===== src/rtl/ikset_pkg.sv =====
// Shared types and constants for the indexed key set.
// Request/response structs, command codes and sequencer states.
// No dependencies.
`timescale 1ns / 1ps
`default_nettype none

package ikset_pkg;

   localparam int WORD_W    = 64;
   localparam int KEY_W     = 4 * WORD_W;
   localparam int CMD_W     = 3;
   localparam int POS_W     = 6;
   localparam int CNT_OUT_W = 7;

   typedef enum logic [CMD_W-1:0] {
      CMD_INSERT     = 3'd0,
      CMD_CONTAINS   = 3'd1,
      CMD_REMOVE_KEY = 3'd2,
      CMD_GET        = 3'd3,
      CMD_REMOVE_POS = 3'd4,
      CMD_CLEAR      = 3'd5
   } cmd_type;

   typedef enum logic [1:0] {
      ST_IDLE,
      ST_SCAN,
      ST_MOVE_WR,
      ST_GET_DATA
   } state_type;

   typedef struct packed {
      logic [CMD_W-1:0]  command;
      logic [WORD_W-1:0] key_word0;
      logic [WORD_W-1:0] key_word1;
      logic [WORD_W-1:0] key_word2;
      logic [WORD_W-1:0] key_word3;
      logic [POS_W-1:0]  position;
   } req_type;

   typedef struct packed {
      logic                 status;
      logic [WORD_W-1:0]    out_word0;
      logic [WORD_W-1:0]    out_word1;
      logic [WORD_W-1:0]    out_word2;
      logic [WORD_W-1:0]    out_word3;
      logic [POS_W-1:0]     found_position;
      logic [CNT_OUT_W-1:0] entry_count;
   } rsp_type;

   typedef struct packed {
      logic done;
      logic hit;
   } scan_stat_type;

endpackage

`default_nettype wire


===== src/rtl/ikset_scan.sv =====
// Key scan unit: walks the store one entry per cycle and compares
// each entry with the request key. Depends on ikset_pkg.
`timescale 1ns / 1ps
`default_nettype none

module ikset_scan #(
   parameter int CAPACITY = 64
) (
   input  wire logic                            clock,
   input  wire logic                            reset,
   input  wire logic                            scan_run,
   input  wire logic [$clog2(CAPACITY+1)-1:0]   count,
   input  wire logic [ikset_pkg::KEY_W-1:0]     key,
   input  wire logic [ikset_pkg::KEY_W-1:0]     rd_data,
   output logic                                 rd_en,
   output logic      [$clog2(CAPACITY)-1:0]     rd_addr,
   output logic      [$clog2(CAPACITY)-1:0]     hit_idx,
   output ikset_pkg::scan_stat_type             stat
);
   import ikset_pkg::*;

   localparam int AW = $clog2(CAPACITY);
   localparam int CW = $clog2(CAPACITY + 1);

   logic [CW-1:0] scan_idx_ff, scan_idx_in;
   logic          cmp_vld_ff, cmp_vld_in;
   logic [AW-1:0] cmp_idx_ff, cmp_idx_in;
   logic          issue;
   logic          match;

   // data for cmp_idx_ff sits on the RAM output while cmp_vld_ff is set
   always_comb begin
      issue       = scan_run && (scan_idx_ff < count);
      match       = cmp_vld_ff && (rd_data == key);
      scan_idx_in = scan_run ? (issue ? scan_idx_ff + 1'b1 : scan_idx_ff) : '0;
      cmp_vld_in  = issue;
      cmp_idx_in  = scan_idx_ff[AW-1:0];
      rd_en       = issue;
      rd_addr     = scan_idx_ff[AW-1:0];
      hit_idx     = cmp_idx_ff;
      stat.hit    = scan_run && match;
      stat.done   = scan_run && (match || (!issue && !cmp_vld_ff));
   end

   always_ff @(posedge clock) begin
      if (reset) begin
         scan_idx_ff <= '0;
         cmp_vld_ff  <= 1'b0;
      end else begin
         scan_idx_ff <= scan_idx_in;
         cmp_vld_ff  <= cmp_vld_in;
      end
   end

   always_ff @(posedge clock) begin
      cmp_idx_ff <= cmp_idx_in;
   end

endmodule

`default_nettype wire


===== config.mk =====
export PLATFORM = sky130hd
export DESIGN_NAME = ikset_scan
export DESIGN_NICKNAME = d
export VERILOG_FILES = /design/src/rtl/ikset_pkg.sv /design/src/rtl/ikset_scan.sv
export SDC_FILE = /design/constraint.sdc
export NUM_CORES = 1
export LEC_CHECK = 0
export ABC_AREA = 0
export BUFFER_PORTS_ARGS = -buffer_cell sky130_fd_sc_hd__clkbuf_2
export CAP_MARGIN = 20
export CORE_AREA = 2 2 209 211
export DETAILED_ROUTE_END_ITERATION = 7
export DIE_AREA = 0 0 211 213
export HOLD_SLACK_MARGIN = 0.12
export PLACE_DENSITY = 0.37
export SETUP_SLACK_MARGIN = 0.15
export SLEW_MARGIN = 20
export SYNTH_ARGS = -nofsm -noshare
export SYNTH_HDL_FRONTEND = slang
export SYNTH_SLANG_ARGS = --single-unit

===== constraint.sdc =====
create_clock -name clock -period 8.7 [get_ports clock]
set_input_delay 1.74 -clock clock [delete_from_list [all_inputs] [get_ports clock]]
set_output_delay 1.74 -clock clock [all_outputs]
set_load 0.005 [all_outputs]

==> flow_summary.yaml, run 1 <==
floorplanning:
  dieWidth_um: 211
  initial_utilization: 0.0939
  die-area_um2: 44900
  core_area_um2: 42700
  fp.dieH_um: 213
  io_pins: 537
  placementRows: 76
sta:
  period_minus_slack_ns: 6.39
  max_slew_margin: 0.371
  worst_pin_slew_ns: 0.920
  fin_ws_ns: 2.31
  finalSetupTns_ns: 0
  finalCritPeriodShare: 0.735
  fmax_ghz: 0.156
  slew_viol_final: 0
  finalSetupViolations: 0
  whs_ns: 0.444
  hold_violations: 0
  rsz0062_at_grt: "no"
  fin_skew_ns: 0.00362
power:
  power_density_nw_per_um2: 62.8
  power_mw: 0.467
  max-vdd-ir-drop_v: 0.0000483
  p_leak_nw: 4.05
yosys:
  ys_top_cells_by_area: "xor2_1 16%, inv_1 12%, xnor2_1 12%, dfxtp_1 7.0%, nor2b_1 6.7%"
  synth_area_per_cell_um2: 7.11
  yosysSeqAreaShare: 0.0699
  ys_types: 46
  synth_ff_type: "dfxtp_1"
  yosysTopAreaCell: "xor2_1"
  yosysTopAreaCellShare: 0.162
  synth-async-reset-ratio: 0
  synth_seq_cells: 14
  synth_edf_count: 0
  synth_area_um2: 4010
  syn-instance-count: 564
  yosys_warnings: 0
  synth_nets: 1093
placed_design:
  dp_slack_ns: 1.78
  numPortBuffers: 536
  dp_hpwl_mm: 34.6
  gp_congestion: 0.861
detailed_routing:
  drt-pass1-iter-count: 4
  totalWireLength_mm: 35.7
  drtIter0Drc: 167
  num_vias: 6224
  ant_nets: 0
  drcViolationCount: 0
  wire_per_inst_um: 21.7
  via_per_inst: 3.78
final_layout:
  area_growth_pct: 85.5
  antenna_cells: 0
  layout-drive-gt1-share: 0.502
  final_util: 0.174
  nets: 1632
clocking:
  worstSkewPairLatency_ns: 0.24
  cts_resized: 0
  cts_tree: "done"
  clk_pin_slew_worst_paths_ns: 0.05
  cts_hold_repair.buffers: 0
  root_buffer: "clkbuf_16"
  cts_buffers: 3
  htreeDepth: 1
  clk_path_buf_depth: 2
  clkSinkCount: 14
  postCtsSetupBuffers: 0
setup_path:
  critPathMostFrequentCell: "clkbuf_2"
  crit_type: "primary input to output port"
  arrival_ns: 4.65
  max_stage_delay_ns: 0.75
  slowest_stage: "a2111oi_1"
  r2r_slack_ns: 6.39
  worstPathRequired_ns: 6.96
  path_buf_inv: 2
  path_max_fanout: 2
  cp-start-kind: "primary input"
  critical_path.cell_chain: "clkbuf_2 > nor2b_1 > a2111o_1 > a2111oi_1 > nand4_1 > or4_4 > nor4_4 > a31o_1 > clkbuf_2"
  worst_setup_path_end_kind: "output port"
  critPathTopFamily: "simple AND/OR/NAND/NOR gates"
grt:
  antenna_found_initial: 3
  grt-ovfl-total: 0
  grt_max_degree: 8
  grt_pass1_vias: 6687
  gr-usage-all-layers: 0.150
  grt_pass1_wl_mm: 46.2
job:
  drv_cap: 0
min_path:
  min_path_type: "flop to flop"
status:
  status: "completed"
kinds of logic (layout without fill, tap and decap cells):
| group | Yosys count | after routing | synth area share |
|---|---|---|---|
| DFF | 14 | 14 | 0.0699 |
| buffers and inverters | 132 | 669 | 0.129 |
| AOI/OAI and AO/OA | 132 | 132 | 0.263 |
| muxes | 1 | 1 | 0.00250 |
| adders and majority gates | 7 | 7 | 0.0219 |
| and+or+nand+nor | 151 | 151 | 0.236 |
| xor gates and xnor gates | 127 | 127 | 0.278 |
Yosys cell counts (3+ instances only):
cell	n
o21ai_0	4
o2bb2ai_1	12
a22o_1	12
buf_4	6
ha_1	7
a2111oi_0	7
inv_1	125
or3_1	3
a221oi_1	5
nor2b_1	43
nand2_1	7
a21oi_1	9
o2111ai_1	5
a22oi_1	5
a2111o_1	10
o2111a_1	3
xor2_1	74
o221ai_1	3
nor4_1	34
nand3_1	3
o22ai_1	42
nor2_1	8
xnor2_1	53
nand4_1	25
nand2b_1	15
a2111oi_2	4
dfxtp_1	14
nor3_1	3
layout make-up:
| type | count | area [µm²] |
|---|---|---|
| repair buffers | 540 | 2710 |
| inverters | 126 | 473 |
| well taps | 546 | 683 |
| clock buffers | 3 | 75.1 |
| fillers | 4984 | 35300 |
| multi-input cells | 418 | 3210 |
| flip-flops and latches | 14 | 280 |
sequential cells by signal (all words and copies together) (netlist names):
name         cells
scan_idx_ff      7
hit_idx          6
cmp_vld_ff       1
final timing paths:
path / from / endpoint / cells past startpoint
max: key[190] / stat[1] / 9
min: scan_idx_ff[5] / hit_idx[5] / 0
max reg2reg: scan_idx_ff[1] / scan_idx_ff[1] / 8
min reg2reg: scan_idx_ff[5] / hit_idx[5] / 0
cells in the final DEF (no fill, tap or decap), types with 3 or more instances in the layout:
cell type / count
a22o_1: 12
dfxtp_1: 14
a2111oi_0: 6
a22oi_1: 5
o2111ai_1: 5
o22ai_1: 42
nand3_1: 3
o2bb2ai_1: 12
a221oi_1: 5
nor2_1: 8
a2111oi_2: 4
inv_1: 125
or3_1: 3
o2111a_1: 3
xnor2_1: 53
xor2_1: 74
a21oi_1: 9
nor4_1: 34
ha_1: 7
buf_4: 4
nor3_1: 3
nand2b_1: 15
nand4_1: 25
clkbuf_16: 3
o221ai_1: 3
nand2_1: 7
clkbuf_2: 536
o21ai_0: 4
nor2b_1: 43
a2111o_1: 10
metal layers:
layer	vias up	GRT usage	part of all wire
met5	-	0	0
met4	0	0.0131	0.0097
met3	22	0.0196	0.061
met2	360	0.303	0.54
met1	2756	0.170	0.39
li1	3086	-	-
worst register-to-register path: cells and delay by family, from the launching register on:
family | cells | cell delay (ns)
flip-flops | 1 | 0.39
multiplexers | 1 | 0.19
buffers and inverters | 1 | 0.22
AND/OR/NAND/NOR | 1 | 0.05
adder cells (fa/ha/maj) | 1 | 0.31
AO/OA/AOI/OAI | 4 | 1.02
power by group:
| part | internal (mW) | total, mW | switching, mW |
|---|---|---|---|
| clock | 0.0602 | 0.0865 | 0.0263 |
| sequential | 0.0652 | 0.0662 | 0.00101 |
| combinational | 0.156 | 0.314 | 0.159 |
through the flow:
step | std cells | area, µm²
finish | 1647 | 7430
global route | 1647 | 7430
CTS | 1647 | 7430
detailed placement | 1644 | 7360
global placement | 1644 | 7360
floorplan | 564 | 4010
Note: power is estimated with default switching activity, not from simulation.
==> run 2: changes to the inputs <==
--- a/config.mk
+++ b/config.mk
@@ -5,14 +5,14 @@
 export SDC_FILE = /design/constraint.sdc
 export NUM_CORES = 1
 export LEC_CHECK = 0
-export ABC_AREA = 0
+export ABC_AREA = 1
 export BUFFER_PORTS_ARGS = -buffer_cell sky130_fd_sc_hd__clkbuf_2
 export CAP_MARGIN = 20
-export CORE_AREA = 2 2 209 211
+export CORE_AREA = 2 2 211 213
 export DETAILED_ROUTE_END_ITERATION = 7
-export DIE_AREA = 0 0 211 213
+export DIE_AREA = 0 0 213 215
 export HOLD_SLACK_MARGIN = 0.12
-export PLACE_DENSITY = 0.37
+export PLACE_DENSITY = 0.41
 export SETUP_SLACK_MARGIN = 0.15
 export SLEW_MARGIN = 20
 export SYNTH_ARGS = -nofsm -noshare
==> constraint.sdc (replaced) <==
create_clock -name clock -period 5.6 [get_ports clock]
set_input_delay 1.12 -clock clock [delete_from_list [all_inputs] [get_ports clock]]
set_output_delay 1.12 -clock clock [all_outputs]
set_load 0.005 [all_outputs]
==> flow_summary.yaml, run 2 <==
sta:
  max_slew_margin: 0.652
  finalSetupTns_ns: 0
  worst_pin_slew_ns: 0.517
  hold_violations: 0
  fmax_ghz: 0.240
  finalSetupViolations: 0
  period_minus_slack_ns: 4.17
  fin_skew_ns: 0.000959
  finalCritPeriodShare: 0.744
  rsz0062_at_grt: "no"
  slew_viol_final: 0
yosys:
  synth_most_common_cell: "nand2_1"
  synth_area_per_cell_um2: 4.45
  yosysSeqAreaShare: 0.0540
  yosys-top-cells-count: "474 x nand2_1, 303 x inv_1, 166 x nor2_1"
  synth_ff_type: "dfxtp_1"
  ys_top_cells_by_area: "nand2_1 34%, inv_1 22%, nor2_1 12%, o21ai_0 8.1%, dfxtp_1 5.4%"
  synth_edf_count: 0
  synth_seq_cells: 14
  yosys_warnings: 0
  yosysTopAreaCellShare: 0.343
  synth-async-reset-ratio: 0
  synth_area_um2: 5190
  ys_types: 25
  synth_nets: 1695
  yosysTopAreaCell: "nand2_1"
  syn-instance-count: 1166
setup_path:
  cp-endpoint: "stat[1]"
  r2r_end: "scan_idx_ff[5]"
  cp.depth: 14
  r2r_slack_ns: 3.77
  arrival_ns: 3.05
  critical_path.cell_chain: "clkbuf_2 > inv_1 > nand2_1 > nand2_1 > nor2_1 > nand2_1 > nor2_1 > nand2_1 > nor2_1 > nand2_1 > nor2_1 > nand3_1 > nand2_1 > clkbuf_2"
  crit_type: "primary input to output port"
  worst_setup_path_end_kind: "output port"
  reg2reg_from: "scan_idx_ff[2]"
  worstPathRequired_ns: 4.48
  path_max_fanout: 2
  critPathTopFamily: "simple AND/OR/NAND/NOR gates"
  critPathMostFrequentCell: "nand2_1"
  path_buf_inv: 3
  startpoint: "key[177]"
  cp-start-kind: "primary input"
  slowest_stage: "nor2_1"
  reg2reg_depth: 9
  max_stage_delay_ns: 0.31
final_layout:
  largest_reg_flops: 7
  final_common_cell: "clkbuf_2"
  fillers: 5251
  fin_cells: 2292
  multiInputGateArea_um2: 3720
  layout-drive-gt1-share: 0.322
  nets: 2230
  area_growth_pct: 66.8
  layout_common_cells: "536 x clkbuf_2, 474 x nand2_1, 303 x inv_1"
  seqCellArea_um2: 280
  antenna_cells: 0
  top_register: "scan_idx_ff"
floorplanning:
  initial_utilization: 0.119
  core_area_um2: 43600
  io_pins: 537
  dieWidth_um: 213
  die-area_um2: 45800
  fp.dieH_um: 215
  placementRows: 77
clocking:
  clk_path_buf_depth: 2
  cts_hold_repair.buffers: 0
  cts_resized: 0
  root_buffer: "clkbuf_16"
  clk_pin_slew_worst_paths_ns: 0.05
  postCtsSetupBuffers: 0
  cts_buffers: 3
  htreeDepth: 1
  clkSinkCount: 14
  cts_tree: "done"
  worstSkewPairLatency_ns: 0.24
placed_design:
  dp_hpwl_mm: 32.4
  gp_congestion: 0.900
  numPortBuffers: 536
  placed_cells: 2288
job:
  drv_cap: 0
power:
  max-vdd-ir-drop_v: 0.0000989
  p_leak_nw: 5.83
  power.switching_mw: 0.318
  power_density_nw_per_um2: 88.4
  power.internal_mw: 0.447
  p_comb_frac: 0.666
  sw_frac_of_total: 0.415
  clockPowerShare: 0.200
  seq_power_share: 0.134
grt:
  gr-usage-all-layers: 0.139
  grt_max_degree: 10
  grt_pass1_vias: 8070
  antenna_found_initial: 0
  grt-ovfl-total: 0
  grt_pass1_wl_mm: 46.4
detailed_routing:
  via_per_inst: 3.52
  drtIter0Drc: 257
  drt-pass1-iter-count: 4
  ant_nets: 0
  totalWireLength_mm: 33.5
  wire_per_inst_um: 14.6
  num_vias: 8063
  drcViolationCount: 0
status:
  status: "completed"
min_path:
  min_path_type: "flop to flop"
## run 2: cell count changes in the layout (fill, tap and decap cells not counted), moves of 22 or more
cell     change
inv_1      +178
nand2_1    +467
nand4_1     -22
nor2_1     +158
nor2b_1     -42
nor4_1      -33
o21ai_0     +80
o22ai_1     -35
xor2_1      -50
## run 2: how the worst min path moves through the flow
stage / from / to / depth (start not counted)
2_1_floorplan: scan_idx_ff[5] / hit_idx[5] / 0
3_5_place_dp: scan_idx_ff[5] / hit_idx[5] / 0
6_report: scan_idx_ff[5] / hit_idx[5] / 0
3_3_place_gp: scan_idx_ff[5] / hit_idx[5] / 0
5_1_grt: scan_idx_ff[5] / hit_idx[5] / 0
4_1_cts: scan_idx_ff[5] / hit_idx[5] / 0
## run 2: through the flow
stage | power (mW) | hold slack (ns) | util | worst slack [ns] | cell area, µm²
floorplan | 0.315 | 0.379 | - | 2.50 | 5190
global placement | 0.623 | 0.432 | 0.196 | 1.26 | 8570
detailed placement | 0.626 | 0.442 | 0.196 | 1.27 | 8570
CTS | 0.784 | 0.449 | 0.198 | 1.26 | 8650
global route | 0.846 | 0.449 | 0.198 | 1.23 | 8650
finish | 0.765 | 0.443 | 0.198 | 1.43 | 8650
## run 2: cell type report
class | instances | share of cell area
Clock buffer | 4 | 0.0103
Sequential cell | 14 | 0.0324
Inverter | 305 | 0.132
Timing Repair Buffer | 536 | 0.310
Multi-Input combinational cell | 841 | 0.430
Tap cell | 592 | 0.0856
## run 2: layer usage
layer	track usage	part of all wire	vias up	routed length [µm]
met1	0.161	0.41	3317	13700
met5	0	0	-	0
li1	-	-	4420	-
met3	0.0190	0.064	16	2140
met2	0.271	0.51	310	17200
met4	0.0184	0.012	0	414
## run 2: kinds of logic after synthesis
group | synth area share
buffers and inverters | 0.229
xor gates and xnor gates | 0.0945
AOI/OAI and AO/OA | 0.100
DFF | 0.0540
adders and majority gates | 0.0169
and+or+nand+nor | 0.505
## run 2: power groups by stage
stage / Combinational (mW) / Clock (mW) / Sequential (mW)
global placement: 0.518 / 0 / 0.105
finish: 0.509 / 0.153 / 0.103
CTS: 0.525 / 0.156 / 0.103
detailed placement: 0.522 / 0 / 0.105
floorplan: 0.211 / 0 / 0.104
global route: 0.583 / 0.161 / 0.103
